**config.mk**
```make
export PLATFORM = sky130hd
export DESIGN_NAME = encoder_dual_setpoint_adjust_flat
export DESIGN_NICKNAME = d
export VERILOG_FILES = /design/src/hw/rtl/edsa_pkg.sv /design/src/hw/rtl/edsa_if.sv /design/src/hw/rtl/edsa_core.sv /design/src/hw/rtl/encoder_dual_setpoint_adjust.sv /design/src/flat_wrapper.sv
export SDC_FILE = /design/constraint.sdc
export NUM_CORES = 1
export LEC_CHECK = 0
export ABC_AREA = 1
export BUFFER_PORTS_ARGS = -buffer_cell sky130_fd_sc_hd__buf_2
export CAP_MARGIN = 20
export CORE_MARGIN = 2
export CORE_UTILIZATION = 39
export CTS_CLUSTER_DIAMETER = 30
export DETAILED_ROUTE_END_ITERATION = 8
export GPL_TIMING_DRIVEN = 0
export PLACE_DENSITY = 0.67
export SLEW_MARGIN = 5
export SYNTH_ARGS = -nofsm -noshare
export SYNTH_HDL_FRONTEND = slang
export SYNTH_SLANG_ARGS = --single-unit
```
**constraint.sdc**
```tcl
create_clock -name clk -period 6.3 [get_ports clk]
set_input_delay 0.63 -clock clk [delete_from_list [all_inputs] [get_ports clk]]
set_output_delay 0.63 -clock clk [all_outputs]
set_load 0.01 [all_outputs]
```
**src/hw/rtl/edsa_pkg.sv**
```systemverilog
// Package for the dual-setpoint encoder adjuster: widths, register indexes,
// reset values and the shared structs. No dependencies.
`default_nettype none

package edsa_pkg;

    localparam int VALUE_W    = 9;
    localparam int STEP_W     = 5;
    localparam int GAP_W      = 5;
    localparam int CFG_IDX_W  = 4;
    localparam int CFG_DATA_W = VALUE_W;

    localparam logic [VALUE_W-1:0] VALUE_MAX = {VALUE_W{1'b1}};

    // Configuration register indexes
    localparam logic [CFG_IDX_W-1:0] REG_STEP_SIZE = 4'd0;
    localparam logic [CFG_IDX_W-1:0] REG_COUNT_MIN = 4'd1;
    localparam logic [CFG_IDX_W-1:0] REG_COUNT_MAX = 4'd2;
    localparam logic [CFG_IDX_W-1:0] REG_ORDER_GAP = 4'd3;

    // Reset values
    localparam logic [STEP_W-1:0]  RST_STEP_SIZE = STEP_W'(5);
    localparam logic [VALUE_W-1:0] RST_COUNT_MIN = VALUE_W'(5);
    localparam logic [VALUE_W-1:0] RST_COUNT_MAX = VALUE_W'(295);
    localparam logic [GAP_W-1:0]   RST_ORDER_GAP = GAP_W'(5);
    localparam logic [VALUE_W-1:0] RST_WORK      = VALUE_W'(250);
    localparam logic [VALUE_W-1:0] RST_LOWER     = VALUE_W'(200);
    localparam logic [VALUE_W-1:0] RST_UPPER     = VALUE_W'(250);

    typedef struct packed {
        logic [STEP_W-1:0]  step_size;
        logic [VALUE_W-1:0] count_min;
        logic [VALUE_W-1:0] count_max;
        logic [GAP_W-1:0]   order_gap;
    } cfg_t;

    typedef struct packed {
        logic line_a;
        logic line_b;
        logic button_level;
    } sample_t;

    typedef struct packed {
        logic [VALUE_W-1:0] work_count;
        logic               step_lockout;
        logic               button_prev;
        logic               edit_upper;
        logic [VALUE_W-1:0] lower_value;
        logic [VALUE_W-1:0] upper_value;
    } state_t;

endpackage

`default_nettype wire

```
**src/hw/rtl/edsa_if.sv**
```systemverilog
// Valid/ready channel interfaces for poll samples and setpoint results.
// Depends on edsa_pkg for the value width.
`default_nettype none

interface edsa_poll_if;
    logic valid;
    logic ready;
    logic line_a;
    logic line_b;
    logic button_level;

    modport source (output valid, line_a, line_b, button_level, input ready);
    modport sink   (input valid, line_a, line_b, button_level, output ready);
endinterface

interface edsa_report_if;
    import edsa_pkg::*;
    logic               valid;
    logic               ready;
    logic [VALUE_W-1:0] lower_setpoint;
    logic [VALUE_W-1:0] upper_setpoint;
    logic               upper_active;

    modport source (output valid, lower_setpoint, upper_setpoint, upper_active,
                    input ready);
    modport sink   (input valid, lower_setpoint, upper_setpoint, upper_active,
                    output ready);
endinterface

`default_nettype wire

```
**src/hw/rtl/edsa_core.sv**
```systemverilog
// Next-state logic for one poll sample: step, clamp, button toggle, push.
// Depends on edsa_pkg.
`default_nettype none

module edsa_core (
    input  edsa_pkg::cfg_t    cfg,
    input  edsa_pkg::sample_t smp,
    input  edsa_pkg::state_t  cur,
    output edsa_pkg::state_t  nxt
);
    import edsa_pkg::*;

    logic                      step_up;
    logic                      step_dn;
    logic                      press;
    logic [VALUE_W:0]          up_sum;
    logic [VALUE_W:0]          up_cnt;
    logic signed [VALUE_W+1:0] dn_cur;
    logic signed [VALUE_W+1:0] dn_min;
    logic signed [VALUE_W+1:0] dn_dif;
    logic signed [VALUE_W+1:0] dn_cnt;
    logic [VALUE_W-1:0]        stepped;
    logic [VALUE_W-1:0]        work;
    logic [VALUE_W:0]          push_up;

    always_comb
    begin
        step_up = !smp.line_a && smp.line_b && !cur.step_lockout;
        step_dn = smp.line_a && !smp.line_b && !cur.step_lockout;

        // up: add when below max, then clamp to max
        up_sum = {1'b0, cur.work_count} + {{(VALUE_W+1-STEP_W){1'b0}}, cfg.step_size};
        up_cnt = (cur.work_count < cfg.count_max) ? up_sum : {1'b0, cur.work_count};
        if (up_cnt > {1'b0, cfg.count_max})
            up_cnt = {1'b0, cfg.count_max};

        // down: signed, may dip below zero before the clamp
        dn_cur = $signed({2'b00, cur.work_count});
        dn_min = $signed({2'b00, cfg.count_min});
        dn_dif = dn_cur - $signed({{(VALUE_W+2-STEP_W){1'b0}}, cfg.step_size});
        dn_cnt = (dn_cur > dn_min) ? dn_dif : dn_cur;
        if (dn_cnt < dn_min)
            dn_cnt = dn_min;

        if (step_up)
            stepped = up_cnt[VALUE_W-1:0];
        else if (step_dn)
            stepped = dn_cnt[VALUE_W-1:0];
        else
            stepped = cur.work_count;

        nxt.step_lockout = (step_up || step_dn) ? 1'b1 : cur.step_lockout;
        if (smp.line_a && smp.line_b)
            nxt.step_lockout = 1'b0;

        press           = !smp.button_level && cur.button_prev;
        nxt.button_prev = smp.button_level;
        nxt.edit_upper  = cur.edit_upper ^ press;

        if (press)
            work = nxt.edit_upper ? cur.upper_value : cur.lower_value;
        else
            work = stepped;
        nxt.work_count = work;

        push_up = {1'b0, work} + {{(VALUE_W+1-GAP_W){1'b0}}, cfg.order_gap};

        nxt.lower_value = cur.lower_value;
        nxt.upper_value = cur.upper_value;
        if (nxt.edit_upper)
        begin
            nxt.upper_value = work;
            if (work <= cur.lower_value)
                nxt.lower_value = (work >= {{(VALUE_W-GAP_W){1'b0}}, cfg.order_gap})
                    ? work - {{(VALUE_W-GAP_W){1'b0}}, cfg.order_gap}
                    : '0;
        end
        else
        begin
            nxt.lower_value = work;
            if (work >= cur.upper_value)
                nxt.upper_value = push_up[VALUE_W] ? VALUE_MAX : push_up[VALUE_W-1:0];
        end
    end

endmodule

`default_nettype wire

```
**src/hw/rtl/encoder_dual_setpoint_adjust.sv**
```systemverilog
// Top level of the dual-setpoint encoder adjuster: config registers, input
// stage, state registers and result register. Depends on edsa_pkg, edsa_if, edsa_core.
`default_nettype none

// One poll transaction (encoder lines A/B and the active-low button) gives
// exactly one result transaction carrying both setpoints and which one is being
// edited. The block takes a transaction every cycle unless the result sink
// stalls it: the poll is captured in an input register, and once the result
// register is empty or being drained, edsa_core computes step, clamp,
// button toggle and the setpoint push in one short combinational pass whose
// outcome lands in the state registers and the result register together;
// throughput is one transaction per cycle, limited only by the result sink's
// ready. While a finished result waits, a new poll still lands in an empty
// input register; with both registers full, poll ready follows the sink's
// ready. Configuration (step_size, count_min, count_max, order_gap at indexes
// 0..3) is written through cfg_we/cfg_index/cfg_data and must only change
// while no transaction is in flight; writes to other indexes are dropped.
// There is no clearing pass: the block is ready right after reset.
module encoder_dual_setpoint_adjust (
    input  wire logic                             clk,
    input  wire logic                             rst_n,
    input  wire logic                             cfg_we,
    input  wire logic [edsa_pkg::CFG_IDX_W-1:0]   cfg_index,
    input  wire logic [edsa_pkg::CFG_DATA_W-1:0]  cfg_data,
    edsa_poll_if.sink                             poll,
    edsa_report_if.source                         report
);
    import edsa_pkg::*;

    cfg_t    cfg_reg;
    sample_t smp_reg;
    logic    smp_valid_reg;
    state_t  st_reg;
    state_t  st_next;
    logic    out_valid_reg;
    logic    s2_take;

    // configuration registers
    always_ff @(posedge clk or negedge rst_n)
    begin
        if (!rst_n)
        begin
            cfg_reg.step_size <= RST_STEP_SIZE;
            cfg_reg.count_min <= RST_COUNT_MIN;
            cfg_reg.count_max <= RST_COUNT_MAX;
            cfg_reg.order_gap <= RST_ORDER_GAP;
        end
        else if (cfg_we)
        begin
            unique case (cfg_index)
                REG_STEP_SIZE: cfg_reg.step_size <= cfg_data[STEP_W-1:0];
                REG_COUNT_MIN: cfg_reg.count_min <= cfg_data[VALUE_W-1:0];
                REG_COUNT_MAX: cfg_reg.count_max <= cfg_data[VALUE_W-1:0];
                REG_ORDER_GAP: cfg_reg.order_gap <= cfg_data[GAP_W-1:0];
                default: ;
            endcase
        end
    end

    // stage 2 moves when the result register is empty or being drained
    assign s2_take    = smp_valid_reg && (!out_valid_reg || report.ready);
    assign poll.ready = !smp_valid_reg || s2_take;

    // input register
    always_ff @(posedge clk or negedge rst_n)
    begin
        if (!rst_n)
            smp_valid_reg <= 1'b0;
        else if (poll.ready)
            smp_valid_reg <= poll.valid;
    end

    always_ff @(posedge clk)
    begin
        if (poll.valid && poll.ready)
        begin
            smp_reg.line_a       <= poll.line_a;
            smp_reg.line_b       <= poll.line_b;
            smp_reg.button_level <= poll.button_level;
        end
    end

    edsa_core u_core (
        .cfg (cfg_reg),
        .smp (smp_reg),
        .cur (st_reg),
        .nxt (st_next)
    );

    // block state, updated once per transaction
    always_ff @(posedge clk or negedge rst_n)
    begin
        if (!rst_n)
        begin
            st_reg.work_count   <= RST_WORK;
            st_reg.step_lockout <= 1'b0;
            st_reg.button_prev  <= 1'b1;
            st_reg.edit_upper   <= 1'b1;
            st_reg.lower_value  <= RST_LOWER;
            st_reg.upper_value  <= RST_UPPER;
        end
        else if (s2_take)
            st_reg <= st_next;
    end

    // result register
    always_ff @(posedge clk or negedge rst_n)
    begin
        if (!rst_n)
            out_valid_reg <= 1'b0;
        else if (s2_take)
            out_valid_reg <= 1'b1;
        else if (report.ready)
            out_valid_reg <= 1'b0;
    end

    always_ff @(posedge clk)
    begin
        if (s2_take)
        begin
            report.lower_setpoint <= st_next.lower_value;
            report.upper_setpoint <= st_next.upper_value;
            report.upper_active   <= st_next.edit_upper;
        end
    end

    assign report.valid = out_valid_reg;

endmodule

`default_nettype wire

```
**src/flat_wrapper.sv**
```systemverilog
// flat-port wrapper written by rule: the top's interface ports become plain ports
module encoder_dual_setpoint_adjust_flat import edsa_pkg::*;
  (clk, rst_n, cfg_we, cfg_index, cfg_data, poll_valid, poll_line_a, poll_line_b, poll_button_level, poll_ready, report_valid, report_lower_setpoint, report_upper_setpoint, report_upper_active, report_ready);
  edsa_poll_if poll_i ();
  edsa_report_if report_i ();
  input  wire logic clk;
  input  wire logic rst_n;
  input  wire logic cfg_we;
  input  wire logic [edsa_pkg::CFG_IDX_W-1:0] cfg_index;
  input  wire logic [edsa_pkg::CFG_DATA_W-1:0] cfg_data;
  input wire logic [$bits(poll_i.valid)-1:0] poll_valid;
  input wire logic [$bits(poll_i.line_a)-1:0] poll_line_a;
  input wire logic [$bits(poll_i.line_b)-1:0] poll_line_b;
  input wire logic [$bits(poll_i.button_level)-1:0] poll_button_level;
  output wire logic [$bits(poll_i.ready)-1:0] poll_ready;
  output wire logic [$bits(report_i.valid)-1:0] report_valid;
  output wire logic [$bits(report_i.lower_setpoint)-1:0] report_lower_setpoint;
  output wire logic [$bits(report_i.upper_setpoint)-1:0] report_upper_setpoint;
  output wire logic [$bits(report_i.upper_active)-1:0] report_upper_active;
  input wire logic [$bits(report_i.ready)-1:0] report_ready;
  assign poll_i.valid = poll_valid;
  assign poll_i.line_a = poll_line_a;
  assign poll_i.line_b = poll_line_b;
  assign poll_i.button_level = poll_button_level;
  assign poll_ready = poll_i.ready;
  assign report_valid = report_i.valid;
  assign report_lower_setpoint = report_i.lower_setpoint;
  assign report_upper_setpoint = report_i.upper_setpoint;
  assign report_upper_active = report_i.upper_active;
  assign report_i.ready = report_ready;
  encoder_dual_setpoint_adjust u_core (.clk(clk), .rst_n(rst_n), .cfg_we(cfg_we), .cfg_index(cfg_index), .cfg_data(cfg_data), .poll(poll_i), .report(report_i));
endmodule
```
### After elaboration in Yosys (flattened, before gate mapping)

Cells that the tools add are included.

* add/sub/neg operators: 4
* multiply operators: 0
* divide/modulo/power cells: 0
* magnitude comparators: 7
* equal/unequal tests: 3
* shift-type cells: 0
* multiplexer cells: 17
* bitwise gates (word level): 1
* reduce and logical (&&, ||, !) cells: 25

Operators with widths (number)
* two-way mux 9 bit: 10
* adder 9 x 5 -> 10 bit: 2
* two-way mux 18 bit: 1
* < comparator 11 x 10 -> 1 bit: 1
* two-way mux 11 bit: 1
* > comparator 10 x 9 -> 1 bit: 1
* two-way mux 10 bit: 1
* AND reduction 2 bit: 5
* subtractor 9 x 5 -> 10 bit: 1
* >= comparator 9 x 5 -> 1 bit: 1
* >= comparator 9 bit: 1
* > comparator 9 bit: 1
* less-or-equal comparator 9 bit: 1
* < comparator 9 bit: 1
* subtractor 9 x 5 -> 9 bit: 1
* == test 4 x 2 -> 1 bit (second input constant): 2
* logical AND 1 bit: 8
* zero test 1 bit: 6
* == test 4 x 1 -> 1 bit (second input constant): 1
* zero test 4 bit: 1
* two-way mux 1 bit: 4
* nonzero test 2 bit: 2
* logical OR 1 bit: 3
* bitwise XOR 1 bit: 1

* register bits after elaboration: 82
* latch bits: 0
* memory bits (writable): 0
* bits in read-only memories: 0
* bits of input ports: 21
* output and inout port bits: 21
* word-level logic and storage cells: 75
* memories kept: 0

### Longest topological paths before layout

* word-level depth: 11
* mapped depth: 44

### Hierarchy

A second synthesis with hierarchy kept.

* cell total of the unflattened synthesis: 921
* area total of the unflattened synthesis: 6922.9 µm²

Modules (own cells, without submodules)
* edsa_core: times used 1, cells an instance 632, area an instance 3762.4 µm², seq. area each 0.0 µm²
* encoder_dual_setpoint_adjust: times used 1, cells an instance 289, area an instance 3160.5 µm², seq. area each 2197.1 µm²

### Worst setup path after synthesis

No wires, ideal clock.

* kind: register to register
* start point: register u_core.cfg_reg[13] (netlist name)
* end point: register u_core.report.upper_setpoint[8], data pin
* library setup time: 0.258 ns
* data arrival time: 5.053 ns
* data required time: 6.042 ns
* path slack: 0.989 ns
* stages on the path, launching flop included: 39
* buffers on the path: 1
* cell sequence: dfstp_2 > inv_1 > ha_1 > nand2_1 > nor2_1 > nand3_1 > nand3_1 > clkbuf_1 > o21ai_0 > ha_1 > nand2_1 > nor2_1 > o21ai_0 > inv_1 > nor2_1 > o21ai_0 > nand2_1 > nand2_1 > [3 not listed] > nand2_1 > o211ai_1 > o2111ai_1 > nand2_1 > ha_1 > nand2_1 > o211ai_1 > nand3_1 > nand2_1 > nand3_1 > nand2_1 > a21oi_1 > o21ai_0 > clkinv_1 > nor2_1 > nand2_1 > nand2_1 > nand2_1

RTL lines
* from (decl): line encoder_dual_setpoint_adjust.sv:30 `cfg_t cfg_reg;`
* to (signal assigned): line encoder_dual_setpoint_adjust.sv:122 `report.upper_setpoint <= st_next.upper_value;`
* to (decl): line edsa_if.sv:24 `modport source (output valid, lower_setpoint, upper_setpoint, upper_active,`

==> impl_metrics.tcl <==
set metrics [dict create \
    num_rows 48 \
    yosysTopAreaCell "ha_1" \
    fp.dieArea_mm2 0.0184 \
    netlist_area_mm2 0.00675 \
    ios 42 \
    clk_latency_ns 0.35 \
    endpoint_kind "flop" \
    synth_fp_nets 994 \
    holdCritPathClass "input pin to async pin" \
    path_buf_inv 6 \
    finalNetCount 1061 \
    globalplace.congestion 0.946 \
    wl_met3_um 681 \
    synthArstFlopShare_pct 73.2 \
    clock.fmax_ghz 0.168 \
    ant_nets 0 \
    grt_pass1_vias 5524 \
    drt_wl_total_um 17900 \
    synth_cells 896 \
    antenna_found_initial 0 \
    drtIter0Drc 478 \
    vias_per_cell 5.10 \
    cts_made_buffers 9 \
    met1_length_um 8800 \
    synth-edff-count 22 \
    yosysUniqueCellTypes 50 \
    yosysSeqAreaShare_pct 32.5 \
    die_x_um 136 \
    crit_family "simple AND/OR/NAND/NOR gates" \
    area_growth_pct 14.6 \
    dieHeight_um 136 \
    grt_start_max_net_pins 61 \
    top_layer "met4" \
    via_count 6079 \
    drive_above_1_share_pct 19.7 \
    clkTransAtPathRegs_ns 0.06 \
    worst_pin_slew_ns 0.791 \
    track_usage_pct 19.9 \
    max_slew_margin_pct 47.3 \
    yosys-top-cells-area "ha_1 14%, nand2_1 13%, dfrtp_1 12%" \
    synth_ff_type "dfrtp_1" \
    hold_violations 0 \
    hold_ws_ns 0.348 \
    fin_crit_ns 5.96 \
    setup_violations 0 \
    dpl.hpwl_um 13800 \
    worstSetupStartpointType "flop" \
    clock-root-buffer "clkbuf_16" \
    ys_seq_elements 82 \
    largest_register_ffs 30 \
    clock-sinks 82 \
    post-route-util_pct 45.2 \
    initial_core_util_pct 39.5 \
    cts_hold_buf 0 \
    wl_per_cell_um 15.0 \
    place_area_mm2 0.00724 \
    grt_first_pass_wirelength_um 28300 \
    cts-htree-levels 3 \
    outcome "finished clean" \
    dr.pass1.iters 5 \
    synth.most_common_cell "nand2_1" \
    final.period_utilization_pct 94.5 \
    clk_path_buf_depth 2 \
    arrival_ns 6.05 \
    core_mm2 0.0171 \
    crit_slowest_cell "dfrtp_1" \
    synth.top_cell.area_share_pct 13.5 \
    antenna_cells 0 \
    drt_drc_violations_left 0 \
    slew_viol_final 0 \
    ys.warnings.count 0 \
    maxCapViolations 0 \
    fin_skew_ns 0.00935 \
    slowest_delay_ns 0.45 \
    crit_required_ns 6.40 \
    tritoncts "yes" \
    port_buffers 41 \
    path_max_fanout 10 \
    grt_overflow 0 \
    avgSynthCellArea_um2 7.54 \
    final_cell_area_mm2 0.00774 \
    wl_met2_um 8000 \
    worstSetupPathType "flop to flop" \
    synthTopCellsByCount "235 x nand2_1, 124 x inv_1, 81 x o21ai_0, 73 x ha_1, 58 x a21oi_1" \
]
cells in the final DEF (no fill, tap or decap), types with 3 or more instances in the layout:
| cell type | synthesis | layout |
|---|---|---|
| buf_4 | 1 | 17 |
| nand4_1 | 5 | 5 |
| dfrtp_1 | 32 | 32 |
| a21boi_1 | 5 | 3 |
| nand3_2 | 2 | 3 |
| a21oi_1 | 58 | 57 |
| o211ai_1 | 8 | 8 |
| dfstp_2 | 28 | 28 |
| ha_1 | 73 | 72 |
| o21ai_1 | 10 | 12 |
| o21ai_2 | 2 | 3 |
| nor2_4 | 4 | 6 |
| nor3_2 | 5 | 5 |
| nand3_1 | 45 | 44 |
| inv_2 | 10 | 10 |
| nand2_1 | 235 | 233 |
| nand2_2 | 19 | 21 |
| buf_6 | 3 | 3 |
| nor3_1 | 4 | 4 |
| xor2_1 | 16 | 16 |
| clkbuf_1 | 14 | 12 |
| edfxtp_1 | 22 | 22 |
| nor2_1 | 36 | 33 |
| a21oi_2 | 2 | 3 |
| o21ai_0 | 81 | 78 |
| inv_1 | 124 | 123 |
| nor2_2 | 3 | 5 |
| a21boi_2 | 1 | 3 |
| clkbuf_16 | 0 | 10 |
| fa_1 | 4 | 4 |
| buf_2 | 1 | 41 |
| inv_4 | 3 | 5 |
| nand2_4 | 10 | 10 |
stage by stage:
stage / setup TNS [ns] / worst slack, ns / instances
after floorplan: 0 / 0.989 / 896
after global placement: -1.92 / -0.254 / 1162
after detailed placement: -2.47 / -0.298 / 1162
after CTS: 0 / 0.00586 / 1178
after global routing: -0.136 / -0.0453 / 1193
final: 0 / 0.345 / 1193
layer usage:
layer,up-vias,track usage [%]
met2,145,31.2
met1,2835,28.0
met3,27,2.73
met4,0,7.41
li1,3072,-
met5,-,0
logic make-up (layout without fill, tap and decap cells):
group,Yosys count,after routing,share of synthesized area [%]
buffers and inverters,160,231,9.65
DFF,82,82,32.5
AOI/OAI and AO/OA,183,183,15.1
and+or+nand+nor,376,377,25.7
adders and majority gates,77,77,14.7
xor gates and xnor gates,18,18,2.33
worst reg2reg max path: cells and delay by family, from the launching register on:
kind / cells / cell delay (ns)
AND/OR/NAND/NOR: 17 / 1.66
flip-flops: 1 / 0.45
adder cells (fa/ha/maj): 4 / 1.32
AO/OA/AOI/OAI: 8 / 1.49
XOR/XNOR: 1 / 0.23
buffers and inverters: 6 / 0.56
what timing repair did:
item,4_1_cts,5_1_grt
pin swaps,0,6
resized for setup,4,21
setup buffers,0,15
cloned,0,1
endpoints found under the setup margin,25,36
path summary, 6_finish.rpt:
path,startpoint,to,slack (ns),cells past startpoint
worst max register to register,u_core.st_reg[21]$_DFFE_PN0P_,u_core.report.lower_setpoint[1]$_DFFE_PP_,0.34,36
worst min-delay path,rst_n,u_core.cfg_reg[9]$_DFFE_PN0P_,0.35,1
worst max-delay path,u_core.st_reg[21]$_DFFE_PN0P_,u_core.report.lower_setpoint[1]$_DFFE_PP_,0.34,36
min in group clk,poll_line_a,u_core.smp_reg[2]$_DFFE_PP_,0.45,1
worst min register to register,u_core.st_reg[7]$_DFFE_PN1P_,u_core.st_reg[7]$_DFFE_PN1P_,0.47,2
max in group asynchronous,rst_n,u_core.st_reg[17]$_DFFE_PN0P_,5.42,1
final cells by class:
cell class | instances | area (um2)
Inverter | 140 | 539
Tap cell | 225 | 282
Buffer | 19 | 119
Multi-Input combinational cell | 655 | 3970
Fill cell | 1750 | 9380
Timing Repair Buffer | 56 | 320
Clock inverter | 4 | 28.8
Sequential cell | 82 | 2200
Clock buffer | 12 | 278
Power is not shown: default switching activity piles up to over one toggle a cycle in this logic, so the estimate is an artifact.
